[config.mk]
export PLATFORM = sky130hd
export DESIGN_NAME = midpoint_ellipse_rasterizer_unit
export DESIGN_NICKNAME = d
export VERILOG_FILES = /design/src/sv/mer_pkg.sv /design/src/sv/mer_fifo.sv /design/src/sv/mer_front.sv /design/src/sv/mer_engine.sv /design/src/sv/midpoint_ellipse_rasterizer_unit.sv
export SDC_FILE = /design/constraint.sdc
export NUM_CORES = 2
export LEC_CHECK = 0
export BUFFER_PORTS_ARGS = -buffer_cell sky130_fd_sc_hd__buf_2
export CORE_MARGIN = 2
export CORE_UTILIZATION = 55
export CTS_BUF_LIST = sky130_fd_sc_hd__clkbuf_8
export CTS_CLUSTER_DIAMETER = 40
export CTS_CLUSTER_SIZE = 12
export DETAILED_ROUTE_END_ITERATION = 7
export HOLD_SLACK_MARGIN = 0.08
export PLACE_DENSITY = 0.83
export SLEW_MARGIN = 20
export SYNTH_ARGS = -nofsm -noshare
export SYNTH_HDL_FRONTEND = slang
export SYNTH_SLANG_ARGS = --single-unit
[constraint.sdc]
create_clock -name clk -period 18.68 [get_ports clk]
set_input_delay 1.868 -clock clk [delete_from_list [all_inputs] [get_ports clk]]
set_output_delay 1.868 -clock clk [all_outputs]
set_load 0.05 [all_outputs]
[src/sv/mer_pkg.sv]
// Package for the midpoint ellipse rasterizer: command and result types,
// datapath widths and default sizes. No dependencies.
package mer_pkg;

	// Default configuration
	localparam int MAX_RADIUS_DEF = 31;
	localparam int CMD_DEPTH_DEF  = 2;
	localparam int OUT_DEPTH_DEF  = 2;

	// Results per command never exceed this count
	localparam int RESULT_CAP = 64;

	// Multiplier operand, product and decision widths
	localparam int MW = 12;
	localparam int PW = 24;
	localparam int DW = 28;

	typedef struct packed {
		logic              fill;
		logic signed [15:0] cx;
		logic signed [15:0] cy;
		logic        [4:0]  rx;
		logic        [4:0]  ry;
		logic        [15:0] colour;
	} cmd_t;

	typedef struct packed {
		logic [15:0] right_x;
		logic [15:0] left_x;
		logic [15:0] top_y;
		logic [15:0] bottom_y;
		logic [5:0]  span_len;
		logic [15:0] colour;
		logic        last;
	} res_t;

endpackage

[src/sv/mer_fifo.sv]
// Small first-in first-out queue with a full/empty handshake.
// Depends on nothing; used for the command queue and the result queue.
module mer_fifo #(
	parameter int W     = 8,
	parameter int DEPTH = 2
) (
	input  logic         clk,
	input  logic         arst_n,
	input  logic         wr_en,
	input  logic [W-1:0] wr_data,
	output logic         full,
	input  logic         rd_en,
	output logic [W-1:0] rd_data,
	output logic         empty
);
	localparam int AW = (DEPTH > 1) ? $clog2(DEPTH) : 1;
	localparam int CW = $clog2(DEPTH + 1);

	logic [W-1:0]  mem_q [DEPTH];
	logic [AW-1:0] wr_ptr_q;
	logic [AW-1:0] rd_ptr_q;
	logic [CW-1:0] count_q;
	logic          do_wr;
	logic          do_rd;

	assign full    = (count_q == CW'(DEPTH));
	assign empty   = (count_q == '0);
	assign do_wr   = wr_en && !full;
	assign do_rd   = rd_en && !empty;
	assign rd_data = mem_q[rd_ptr_q];

	// Store the incoming transaction
	always_ff @(posedge clk) begin
		if (do_wr) begin
			mem_q[wr_ptr_q] <= wr_data;
		end
	end

	// Advance pointers and track occupancy
	always_ff @(posedge clk or negedge arst_n) begin
		if (!arst_n) begin
			wr_ptr_q <= '0;
			rd_ptr_q <= '0;
			count_q  <= '0;
		end else begin
			if (do_wr) begin
				wr_ptr_q <= (wr_ptr_q == AW'(DEPTH - 1)) ? '0 : wr_ptr_q + AW'(1);
			end
			if (do_rd) begin
				rd_ptr_q <= (rd_ptr_q == AW'(DEPTH - 1)) ? '0 : rd_ptr_q + AW'(1);
			end
			unique case ({do_wr, do_rd})
				2'b10: count_q <= count_q + CW'(1);
				2'b01: count_q <= count_q - CW'(1);
				default: count_q <= count_q;
			endcase
		end
	end

endmodule

[src/sv/mer_front.sv]
// Command front end: takes ellipse commands, limits the radii and queues them.
// Depends on mer_pkg and mer_fifo.
module mer_front
	import mer_pkg::*;
#(
	parameter int MAX_RADIUS = MAX_RADIUS_DEF,
	parameter int CMD_DEPTH  = CMD_DEPTH_DEF
) (
	input  logic        clk,
	input  logic        arst_n,
	input  logic        push,
	output logic        full,
	input  logic        func,
	input  logic [15:0] origin_x,
	input  logic [15:0] origin_y,
	input  logic [4:0]  radius_x,
	input  logic [4:0]  radius_y,
	input  logic [15:0] colour,
	output logic        cmd_valid,
	output cmd_t        cmd,
	input  logic        cmd_pop
);
	cmd_t                  cmd_in;
	logic [$bits(cmd_t)-1:0] cmd_bits;
	logic                  cmd_empty;

	// Saturate radii and pack the command
	always_comb begin
		cmd_in.fill   = func;
		cmd_in.cx     = origin_x;
		cmd_in.cy     = origin_y;
		cmd_in.rx     = (radius_x > 5'(MAX_RADIUS)) ? 5'(MAX_RADIUS) : radius_x;
		cmd_in.ry     = (radius_y > 5'(MAX_RADIUS)) ? 5'(MAX_RADIUS) : radius_y;
		cmd_in.colour = colour;
	end

	mer_fifo #(
		.W     ($bits(cmd_t)),
		.DEPTH (CMD_DEPTH)
	) u_cmd_fifo (
		.clk     (clk),
		.arst_n  (arst_n),
		.wr_en   (push),
		.wr_data (cmd_in),
		.full    (full),
		.rd_en   (cmd_pop),
		.rd_data (cmd_bits),
		.empty   (cmd_empty)
	);

	assign cmd       = cmd_t'(cmd_bits);
	assign cmd_valid = !cmd_empty;

endmodule

[src/sv/mer_engine.sv]
// Ellipse step engine: sets up decision terms with one shared multiplier and
// walks both regions, one result per cycle unless res_full. Needs mer_pkg.
module mer_engine
	import mer_pkg::*;
(
	input  logic clk,
	input  logic arst_n,
	input  logic cmd_valid,
	input  cmd_t cmd,
	output logic cmd_pop,
	output logic res_push,
	output res_t res,
	input  logic res_full
);
	localparam logic [3:0] ST_IDLE  = 4'd0;
	localparam logic [3:0] ST_SQ_RX = 4'd1;
	localparam logic [3:0] ST_SQ_RY = 4'd2;
	localparam logic [3:0] ST_MUL_T = 4'd3;
	localparam logic [3:0] ST_INIT  = 4'd4;
	localparam logic [3:0] ST_R1    = 4'd5;
	localparam logic [3:0] ST_R2_A  = 4'd6;
	localparam logic [3:0] ST_R2_B  = 4'd7;
	localparam logic [3:0] ST_R2_C  = 4'd8;
	localparam logic [3:0] ST_R2_D  = 4'd9;
	localparam logic [3:0] ST_R2_E  = 4'd10;
	localparam logic [3:0] ST_R2_F  = 4'd11;
	localparam logic [3:0] ST_R2    = 4'd12;

	logic [3:0] state_q, state_d;

	// Held command
	logic        fill_q;
	logic [15:0] cx_q, cy_q, colour_q;
	logic [4:0]  rx_q, ry_q;

	// Setup terms and walk state
	logic [9:0]           rx2_q, ry2_q;
	logic [PW-1:0]        prod_q;
	logic signed [DW-1:0] acc_q, acc_d;
	logic signed [DW-1:0] p_q, p_d;
	logic [6:0]           x_q, x_d;
	logic [5:0]           y_q, y_d;
	logic [17:0]          px_q, px_d;
	logic [16:0]          py_q, py_d;
	logic [6:0]           n_q, n_d;

	// Shared multiplier
	logic          mul_en;
	logic [MW-1:0] mul_a, mul_b;

	// Step helpers
	logic [10:0]          two_rx2, two_ry2;
	logic [17:0]          px_inc;
	logic [16:0]          py_dec, py_r1;
	logic [5:0]           y_dec, ym1;
	logic [6:0]           x_inc, n_inc;
	logic signed [DW-1:0] rx2_e, ry2_e, prod_e, px_inc_e, py_dec_e;
	logic signed [DW-1:0] q1, p_r1_a, p_r1_b, p_r2_a, p_r2_b;
	logic                 out_last;

	function automatic logic signed [DW-1:0] ext(input logic [PW-1:0] v);
		return $signed({{(DW - PW){1'b0}}, v});
	endfunction

	// Divide by four, rounding toward zero
	function automatic logic signed [DW-1:0] trunc4(input logic signed [DW-1:0] q);
		logic signed [DW-1:0] adj;
		adj = (q < 0) ? q + DW'(3) : q;
		return adj >>> 2;
	endfunction

	assign two_rx2  = {rx2_q, 1'b0};
	assign two_ry2  = {ry2_q, 1'b0};
	assign px_inc   = px_q + 18'(two_ry2);
	assign py_dec   = py_q - 17'(two_rx2);
	assign y_dec    = y_q - 6'd1;
	assign x_inc    = x_q + 7'd1;
	assign n_inc    = n_q + 7'd1;
	assign ym1      = (y_q == '0) ? 6'd1 : y_dec;
	assign rx2_e    = ext(PW'(rx2_q));
	assign ry2_e    = ext(PW'(ry2_q));
	assign prod_e   = ext(prod_q);
	assign px_inc_e = ext(PW'(px_inc));
	assign py_dec_e = ext(PW'(py_dec));
	assign q1       = (ry2_e <<< 2) - (prod_e <<< 2) + rx2_e;
	assign p_r1_a   = p_q + ry2_e + px_inc_e;
	assign p_r1_b   = p_r1_a - py_dec_e;
	assign p_r2_a   = p_q + rx2_e - py_dec_e;
	assign p_r2_b   = p_r2_a + px_inc_e;
	assign py_r1    = (p_q < 0) ? py_q : py_dec;

	// Select multiplier operands for each setup cycle
	always_comb begin
		mul_en = 1'b1;
		mul_a  = '0;
		mul_b  = '0;
		unique case (state_q)
			ST_SQ_RX: begin
				mul_a = MW'(rx_q);
				mul_b = MW'(rx_q);
			end
			ST_SQ_RY: begin
				mul_a = MW'(ry_q);
				mul_b = MW'(ry_q);
			end
			ST_MUL_T: begin
				mul_a = MW'(rx2_q);
				mul_b = MW'(ry_q);
			end
			ST_R2_A: begin
				mul_a = MW'({x_q, 1'b1});
				mul_b = MW'({x_q, 1'b1});
			end
			ST_R2_B: begin
				mul_a = MW'(ry2_q);
				mul_b = prod_q[MW-1:0];
			end
			ST_R2_C: begin
				mul_a = MW'(ym1);
				mul_b = MW'(ym1);
			end
			ST_R2_D: begin
				mul_a = MW'(rx2_q);
				mul_b = prod_q[MW-1:0];
			end
			ST_R2_E: begin
				mul_a = MW'(rx2_q);
				mul_b = MW'(ry2_q);
			end
			default: mul_en = 1'b0;
		endcase
	end

	// Sequence setup and step both regions
	always_comb begin
		state_d  = state_q;
		x_d      = x_q;
		y_d      = y_q;
		px_d     = px_q;
		py_d     = py_q;
		p_d      = p_q;
		n_d      = n_q;
		acc_d    = acc_q;
		cmd_pop  = 1'b0;
		res_push = 1'b0;
		out_last = 1'b0;
		unique case (state_q)
			ST_IDLE: begin
				if (cmd_valid) begin
					cmd_pop = 1'b1;
					state_d = ST_SQ_RX;
				end
			end
			ST_SQ_RX: state_d = ST_SQ_RY;
			ST_SQ_RY: state_d = ST_MUL_T;
			ST_MUL_T: state_d = ST_INIT;
			ST_INIT: begin
				x_d      = '0;
				y_d      = {1'b0, ry_q};
				px_d     = '0;
				py_d     = {prod_q[15:0], 1'b0};
				p_d      = trunc4(q1);
				n_d      = 7'd1;
				out_last = (ry_q == '0);
				if (!res_full) begin
					res_push = 1'b1;
					state_d  = out_last ? ST_IDLE : ST_R1;
				end
			end
			ST_R1: begin
				if (px_q < py_q) begin
					out_last = (n_inc == 7'(RESULT_CAP))
						|| (!(px_inc < py_r1) && ((p_q < 0) ? (y_q == '0) : (y_dec == '0)));
					if (!res_full) begin
						x_d  = x_inc;
						px_d = px_inc;
						n_d  = n_inc;
						if (p_q < 0) begin
							p_d = p_r1_a;
						end else begin
							y_d  = y_dec;
							py_d = py_dec;
							p_d  = p_r1_b;
						end
						res_push = 1'b1;
						state_d  = out_last ? ST_IDLE : ST_R1;
					end
				end else begin
					state_d = ST_R2_A;
				end
			end
			ST_R2_A: state_d = ST_R2_B;
			ST_R2_B: state_d = ST_R2_C;
			ST_R2_C: begin
				acc_d   = prod_e;
				state_d = ST_R2_D;
			end
			ST_R2_D: state_d = ST_R2_E;
			ST_R2_E: begin
				acc_d   = acc_q + (prod_e <<< 2);
				state_d = ST_R2_F;
			end
			ST_R2_F: begin
				p_d     = trunc4(acc_q - (prod_e <<< 2));
				state_d = ST_R2;
			end
			ST_R2: begin
				if (y_q != '0) begin
					out_last = (y_dec == '0) || (n_inc == 7'(RESULT_CAP));
					if (!res_full) begin
						y_d  = y_dec;
						py_d = py_dec;
						n_d  = n_inc;
						if (p_q > 0) begin
							p_d = p_r2_a;
						end else begin
							x_d  = x_inc;
							px_d = px_inc;
							p_d  = p_r2_b;
						end
						res_push = 1'b1;
						state_d  = out_last ? ST_IDLE : ST_R2;
					end
				end else begin
					state_d = ST_IDLE;
				end
			end
			default: state_d = ST_IDLE;
		endcase
	end

	// Form the result transaction from the new offsets
	always_comb begin
		res.right_x  = cx_q + 16'(x_d);
		res.left_x   = cx_q - 16'(x_d);
		res.top_y    = cy_q - 16'(y_d);
		res.bottom_y = cy_q + 16'(y_d);
		res.span_len = fill_q ? {y_d[4:0], 1'b0} : 6'd0;
		res.colour   = colour_q;
		res.last     = out_last;
	end

	// Datapath registers
	always_ff @(posedge clk) begin
		if (cmd_pop) begin
			fill_q   <= cmd.fill;
			cx_q     <= cmd.cx;
			cy_q     <= cmd.cy;
			rx_q     <= cmd.rx;
			ry_q     <= cmd.ry;
			colour_q <= cmd.colour;
		end
		if (mul_en) begin
			prod_q <= PW'(mul_a) * PW'(mul_b);
		end
		if (state_q == ST_SQ_RY) begin
			rx2_q <= prod_q[9:0];
		end
		if (state_q == ST_MUL_T) begin
			ry2_q <= prod_q[9:0];
		end
		x_q   <= x_d;
		y_q   <= y_d;
		px_q  <= px_d;
		py_q  <= py_d;
		p_q   <= p_d;
		acc_q <= acc_d;
	end

	// Control registers
	always_ff @(posedge clk or negedge arst_n) begin
		if (!arst_n) begin
			state_q <= ST_IDLE;
			n_q     <= '0;
		end else begin
			state_q <= state_d;
			n_q     <= n_d;
		end
	end

	// The final transaction of a command returns the engine to idle
	a_last_idle: assert property (@(posedge clk) disable iff (!arst_n)
		res_push && res.last |=> state_q == ST_IDLE)
		else $error("engine not idle after last result");

	// Region two only runs with rows left to walk
	a_r2_rows: assert property (@(posedge clk) disable iff (!arst_n)
		state_q == ST_R2 |-> y_q != '0)
		else $error("region two entered with no rows left");

	// Result count never passes the cap
	a_cap: assert property (@(posedge clk) disable iff (!arst_n)
		state_q != ST_IDLE |-> n_q <= 7'(RESULT_CAP))
		else $error("result count above cap");

endmodule

[src/sv/midpoint_ellipse_rasterizer_unit.sv]
// Midpoint ellipse rasterizer. A command popped from the command queue goes through three setup
// multiplies and the initial step, which pushes its first result into the result queue.
// Within each region the walk then pushes one result per cycle while the result queue has room,
// with region-two setup multiplies on the one shared multiplier between the regions; the engine
// takes no new command until the last result of the current one is pushed.
// Reset: arst_n asynchronously empties both queues and idles the engine.
module midpoint_ellipse_rasterizer_unit
	import mer_pkg::*;
#(
	parameter int MAX_RADIUS = MAX_RADIUS_DEF,
	parameter int CMD_DEPTH  = CMD_DEPTH_DEF,
	parameter int OUT_DEPTH  = OUT_DEPTH_DEF
) (
	input  logic        clk,
	input  logic        arst_n,
	input  logic        push,
	output logic        full,
	input  logic        func,
	input  logic [15:0] origin_x,
	input  logic [15:0] origin_y,
	input  logic [4:0]  radius_x,
	input  logic [4:0]  radius_y,
	input  logic [15:0] colour,
	output logic        empty,
	input  logic        pop,
	output logic [15:0] right_x,
	output logic [15:0] left_x,
	output logic [15:0] top_y,
	output logic [15:0] bottom_y,
	output logic [5:0]  span_len,
	output logic [15:0] pixel_colour,
	output logic        last
);
	logic                    cmd_valid;
	cmd_t                    cmd;
	logic                    cmd_pop;
	logic                    res_push;
	res_t                    res;
	logic                    res_full;
	logic [$bits(res_t)-1:0] head_bits;
	res_t                    head;

	// Accept and queue commands
	mer_front #(
		.MAX_RADIUS (MAX_RADIUS),
		.CMD_DEPTH  (CMD_DEPTH)
	) u_front (
		.clk       (clk),
		.arst_n    (arst_n),
		.push      (push),
		.full      (full),
		.func      (func),
		.origin_x  (origin_x),
		.origin_y  (origin_y),
		.radius_x  (radius_x),
		.radius_y  (radius_y),
		.colour    (colour),
		.cmd_valid (cmd_valid),
		.cmd       (cmd),
		.cmd_pop   (cmd_pop)
	);

	// Walk the ellipse
	mer_engine u_engine (
		.clk       (clk),
		.arst_n    (arst_n),
		.cmd_valid (cmd_valid),
		.cmd       (cmd),
		.cmd_pop   (cmd_pop),
		.res_push  (res_push),
		.res       (res),
		.res_full  (res_full)
	);

	// Hold results until taken
	mer_fifo #(
		.W     ($bits(res_t)),
		.DEPTH (OUT_DEPTH)
	) u_res_fifo (
		.clk     (clk),
		.arst_n  (arst_n),
		.wr_en   (res_push),
		.wr_data (res),
		.full    (res_full),
		.rd_en   (pop),
		.rd_data (head_bits),
		.empty   (empty)
	);

	assign head         = res_t'(head_bits);
	assign right_x      = head.right_x;
	assign left_x       = head.left_x;
	assign top_y        = head.top_y;
	assign bottom_y     = head.bottom_y;
	assign span_len     = head.span_len;
	assign pixel_colour = head.colour;
	assign last         = head.last;

endmodule

Word-level counts from Yosys, hierarchy flattened
Memories as Yosys holds them, arrays and structs flattened. A register that Yosys moved wholly into a read port is not among the register bits.
Index checks and enable logic that the tools add are counted.

storage, ports and cells
  output and inout bits = 89
  logic and storage cells = 193
  memories kept = 2
  bits in writable memories = 292
  register bits after elaboration = 167
  input bits = 63

memory list
  memory                    depth  width  read ports  clocked after memory_dff  write ports  RTL line        source
  u_res_fifo.mem_q          2      87     1           0                         1            mer_fifo.sv:19  logic [W-1:0] mem_q [DEPTH];
  u_front.u_cmd_fifo.mem_q  2      59     1           1                         1            mer_fifo.sv:19

cells by class
  add/sub/neg operators = 29
  multipliers = 1
  order comparisons = 8
  reduce and logical (&&, ||, !) cells = 33
  eq/ne operators = 28
  mux-type cells = 75

operator list
  cell                   number
  $mux 28                8
  $pmux 28 s4            1
  $mux 18                5
  $mux 17                5
  $lt 28x1->1 const B    3
  $pmux 12 s6            1
  $pmux 10 s6            1
  $add 28x11->28         2
  $add 28x19->28         2
  $add 28x3->28 const B  2
  $mux 7                 8
  $pmux 28 s2            1
  $sub 28x18->28         2
  $pmux 18 s3            1
  $pmux 4 s13            1
  $pmux 17 s3            1
  $mux 6                 7
  $pmux 7 s3             2
  $lt 18x17->1           2
  $add 27x11->28         1
  $add 28x27->28         1
  $gt 28x1->1 const B    1
  $mux 4                 7
  $sub 28x27->28         1
  48 further kinds       108

Depth between registers and ports, before layout
  depth in word-level cells = 10
  mapped depth = 31
  mapped depth without buffers = 31

By module
Synthesis repeated with hierarchy kept, for this count alone.

second synthesis, totals
  cells, all modules = 3645
  area total of the unflattened synthesis = 38284.2 um2

by module, submodules not included
  module                          cells each  instances  area each (um2)  sequential area each (um2)
  mer_engine                      3143        1          26937.1          6301.0
  mer_fifo at u_res_fifo          289         1          6548.8           5325.1
  mer_fifo at u_front.u_cmd_fifo  202         1          4757.1           3643.5
  mer_front                       11          1          41.3             0.0

Worst setup path before layout
OpenSTA, ideal clock, no wires.

  path type = reg-to-reg
  from = register u_engine.state_q[2]
  to = register u_engine.prod_q[21] (data pin)
  data required time = 18.420 ns
  path buffers = 2
  arrival time = 7.296 ns
  clock period less this slack = 7.556 ns
  setup time = 0.260 ns
  stages on the path, launching flop included = 28
  slack = 11.124 ns
  path through = dfrtp_1 > nand2b_1 > nor2_1 > and2_1 > clkbuf_1 > clkbuf_1 > a221o_1 > nand2_1 > fa_1 > inv_1 > fa_1 > inv_1 > fa_1 > inv_1 > fa_1 > inv_1 > fa_1 > inv_1 > ha_1 > a21oi_1 > o21ai_0 > a211oi_1 > o21ai_0 > nand2_1 > o2111ai_1 > a31o_2 > a21oi_1 > xnor2_1

between the ends
  longest elaborated chain between the ends = 4
  elaborated cells between the ends (all ways) = 14
  classes of those cells = 1 x mul; 8 x eq/ne; 2 x mux; 3 x reduce/logical

ends and longest elaborated chain
  what                                                                 RTL line           source
  start, declared                                                      mer_engine.sv:29   logic [3:0] state_q, state_d;
  start signal, assigned                                               mer_engine.sv:276  state_q <= state_d;
  $eq 4x4->1 (tied with other cells)                                   mer_engine.sv:97   unique case (state_q)
  $reduce_or 3->1 (no line) / $reduce_or 2->1 (equally long branches)  --
  $pmux 10 s6 / $pmux 12 s6 (equally long branches)                    mer_engine.sv:97
  $mul 10x12->22 (*)                                                   mer_engine.sv:254  prod_q <= PW'(mul_a) * PW'(mul_b);
  end signal, assigned                                                 mer_engine.sv:254
  end, declared                                                        mer_engine.sv:38   logic [PW-1:0] prod_q;

Every way passes the cells marked *; elsewhere a longest branch is shown, timed or not.
A chain may end at the register's enable or synchronous reset.

Worst setup path after layout
  from = register u_engine.state_q[3]
  to = register u_engine.prod_q[21] (data pin)

Same word-level chain as after synthesis.

==> results.yml <==
sta:
  finalCritPeriodShare_pct: 43.44
  worst_pin_slew_ps: 1155
  clock.fmax_mhz: 123.2
  rsz0062_at_grt: "no"
  finalSetupViolCount: 0
  fin_crit_ps: 8115
  slew_headroom_pct: 22.82
  fin_tns_setup_ps: 0
  finalMaxSlewViolations: 0
  worst_clock_skew_ps: 40.46
  hold_violations: 0
final_layout:
  area_growth_syn_to_layout_pct: 8.623
  layout-drive-gt1-share_pct: 13.35
  fillers: 5376
  mostFrequentLayoutCell: "edfxtp_1"
  finalNetCount: 4242
  final_cell_mix: "476 x edfxtp_1, 309 x ha_1, 306 x nor2_1, 298 x inv_1, 264 x nand2_1"
routing:
  vias_per_cell: 6.076
  avgRoutedWirePerCell_um: 20.64
  routed_wl_um: 96940
  topRoutingLayerUsed: "met4"
  vias: 28540
  routed-wl-met3_um: 7746
  ant_nets: 0
  dr.pass1.iters: 6
  drt_iter0_markers: 2711
  wl_met1_um: 40950
  drc: 0
  dr_wl_met2_um: 45480
yosys:
  ys_seq_area_share_pct: 39.99
  yosysWarningCount: 0
  postSynth.asyncResetShare_pct: 3.740
  netlist_area_mm2: 0.03758
  ys_types: 102
  synthFlopType: "edfxtp_1"
  avgSynthCellArea_um2: 10.35
  synth_seq_cells: 508
  syn_inst: 3632
  syn_nets: 4110
  synth-edff-count: 476
worst_setup_path:
  worst_setup_path_start_kind: "flop"
  required_ps: 19090
  r2r_slack_ps: 10560
  r2r-end: "u_engine.prod_q[21]$_DFFE_PP_"
  path_class: "reg -> reg"
  worst-path-buf-inv: 5
  arrival_ps: 8520
  critical_path.endpoint_type: "flop"
  critPathMaxStageDelay_ps: 980
  reg2reg_from: "u_engine.state_q[3]$_DFFE_PN0P_"
  critical_path_depth: 26
  cp_top_family: "adder cells"
  r2r_cells: 26
  cp_max_fo: 14
  slowest_stage: "nor3b_1"
global_routing:
  grt_pass1_wl_um: 152700
  grt_remaining_overflow: 0
  grtUsageTotal_pct: 27.38
  grt_max_degree: 81
  grt_pass1_vias: 28040
  antenna_found_initial: 3
floorplanning:
  die_h_um: 265.4
  initial_core_util_pct: 55.76
  dieArea_mm2: 0.07043
  die_w_um: 265.4
  core.rowCount: 95
  coreArea_mm2: 0.06740
  ios: 152
place:
  port_buffers: 150
  gp_congestion: 0.9654
  dp_hpwl_um: 74290
min_path:
  hold_class: "reg -> reg"
  whs_path_depth: 0
  holdPathEnd: "u_res_fifo.mem_q[0][10]$_DFFE_PP_"
  hp-start: "u_engine.colour_q[9]$_DFFE_PP_"
clock_network:
  clk_pin_slew_ps: 80
  cts_made_buffers: 73
  cts_resized: 0
  ctsHoldBuffers: 0
  cts.path.max_buffers: 3
  tritoncts: "yes"
  clock-root-buffer: "clkbuf_8"
  clock-sinks: 508
  clkLatencyLatePin_ps: 690
  htree_num_levels: 3
  post_cts_buffers: 0
job:
  drv_cap: 0
run_status:
  status: "finished, final reports clean"
-- metrics by stage --
stage | util, % | hold WS, ps | instances | setup slack [ps] | instance area [um2]
CTS | 60.55 | 448.4 | 4694 | 10530 | 40810
detailed placement | 58.21 | 431.3 | 4562 | 10590 | 39230
floorplan | - | 421.5 | 3632 | 11120 | 37580
finish | 60.57 | 446.2 | 4697 | 10560 | 40820
global route | 60.57 | 463.2 | 4697 | 10130 | 40820
global placement | 58.20 | 422.4 | 4561 | 10730 | 39230
-- Yosys cell counts (9+ instances only) --
| master | instances | area (um2) |
|---|---|---|
| o21a_1 | 29 | 217.7 |
| nand4_1 | 18 | 112.6 |
| a31oi_1 | 23 | 143.9 |
| fa_1 | 106 | 2122 |
| a21oi_1 | 188 | 940.9 |
| mux2_2 | 145 | 1633 |
| nor4_1 | 17 | 106.4 |
| or3_1 | 25 | 156.4 |
| and3_1 | 27 | 168.9 |
| edfxtp_1 | 476 | 14290 |
| nand3_1 | 67 | 335.3 |
| and2_1 | 33 | 206.5 |
| o31a_1 | 11 | 96.34 |
| o221ai_1 | 24 | 210.2 |
| nand2b_1 | 47 | 294.0 |
| nand2_1 | 264 | 991.0 |
| a21o_1 | 72 | 540.5 |
| buf_1 | 16 | 60.06 |
| buf_2 | 9 | 45.04 |
| ha_1 | 309 | 3866 |
| xnor2_1 | 230 | 2014 |
| nor2b_1 | 38 | 237.7 |
| dfxtp_1 | 13 | 260.3 |
| o21ai_0 | 162 | 810.8 |
| a211oi_1 | 30 | 225.2 |
| o31ai_1 | 14 | 105.1 |
| nor2_1 | 312 | 1171 |
| nor3_1 | 87 | 435.4 |
| xor2_1 | 97 | 849.6 |
| dfrtp_1 | 19 | 475.5 |
| o21bai_1 | 29 | 217.7 |
| o22ai_1 | 17 | 106.4 |
| a221oi_1 | 22 | 192.7 |
| a211o_1 | 18 | 157.7 |
| nor3b_1 | 9 | 67.56 |
| mux2i_1 | 24 | 240.2 |
| o211ai_1 | 25 | 187.7 |
| or2_2 | 14 | 87.58 |
| inv_1 | 282 | 1059 |
| a222oi_1 | 10 | 100.1 |
| clkbuf_1 | 97 | 364.1 |
-- flip-flops by register name, summed over array words and instances (netlist names), 2 cells and up --
name	flops
u_res_fifo.mem_q	168
u_engine.x_q	7
u_engine.state_q	4
u_engine.rx_q	5
u_engine.ry_q	5
u_engine.p_q	28
u_engine.rx2_q	10
u_engine.prod_q	22
u_engine.px_q	17
u_res_fifo.count_q	2
u_engine.colour_q	16
u_engine.n_q	7
u_engine.cx_q	16
u_engine.acc_q	28
u_engine.y_q	6
u_front.u_cmd_fifo.mem_q	118
u_engine.cy_q	16
u_front.u_cmd_fifo.count_q	2
u_engine.ry2_q	10
u_engine.py_q	16
-- worst max-delay path by stage --
| stage | start | endpoint | slack [ps] |
|---|---|---|---|
| 2_1_floorplan | u_engine.state_q[2]$_DFFE_PN0P_ | u_engine.prod_q[21]$_DFFE_PP_ | 11120 |
| 3_3_place_gp | u_engine.state_q[3]$_DFFE_PN0P_ | u_engine.prod_q[21]$_DFFE_PP_ | 10730 |
| 3_5_place_dp | u_engine.state_q[3]$_DFFE_PN0P_ | u_engine.prod_q[21]$_DFFE_PP_ | 10590 |
| 4_1_cts | u_engine.state_q[3]$_DFFE_PN0P_ | u_engine.prod_q[21]$_DFFE_PP_ | 10530 |
| 5_1_grt | u_engine.state_q[2]$_DFFE_PN0P_ | u_engine.prod_q[21]$_DFFE_PP_ | 10130 |
| 6_report | u_engine.state_q[3]$_DFFE_PN0P_ | u_engine.prod_q[21]$_DFFE_PP_ | 10560 |
-- kinds of logic after synthesis --
group,count (synthesis),share of synthesized area (%)
adders and majority gates,415,15.93
muxes,169,4.984
and+or+nand+nor,1010,12.92
DFF,508,39.99
buffers and inverters,409,4.168
xor gates and xnor gates,327,7.621
AOI/OAI and AO/OA,793,14.37
other,1,0.009979
-- cell type report --
class	instances	area [um2]	share of cell area, %
multi-input cells	2715	21050	51.56
clock inverters	58	555.5	1.361
well taps	873	1092	2.676
inverters	282	1059	2.593
flip-flops and latches	508	15030	36.83
diodes	3	7.507	0.01839
clock buffers	74	1018	2.495
repair buffers	184	1007	2.467
-- metal layers --
| metal | track usage, % | vias up |
|---|---|---|
| met5 | 0 | - |
| li1 | - | 13420 |
| met1 | 37.36 | 13820 |
| met2 | 44.88 | 1095 |
| met3 | 4.564 | 208 |
| met4 | 8.368 | 0 |
Power is not shown: default switching activity piles up to over one toggle a cycle in this logic, so the estimate is an artifact.
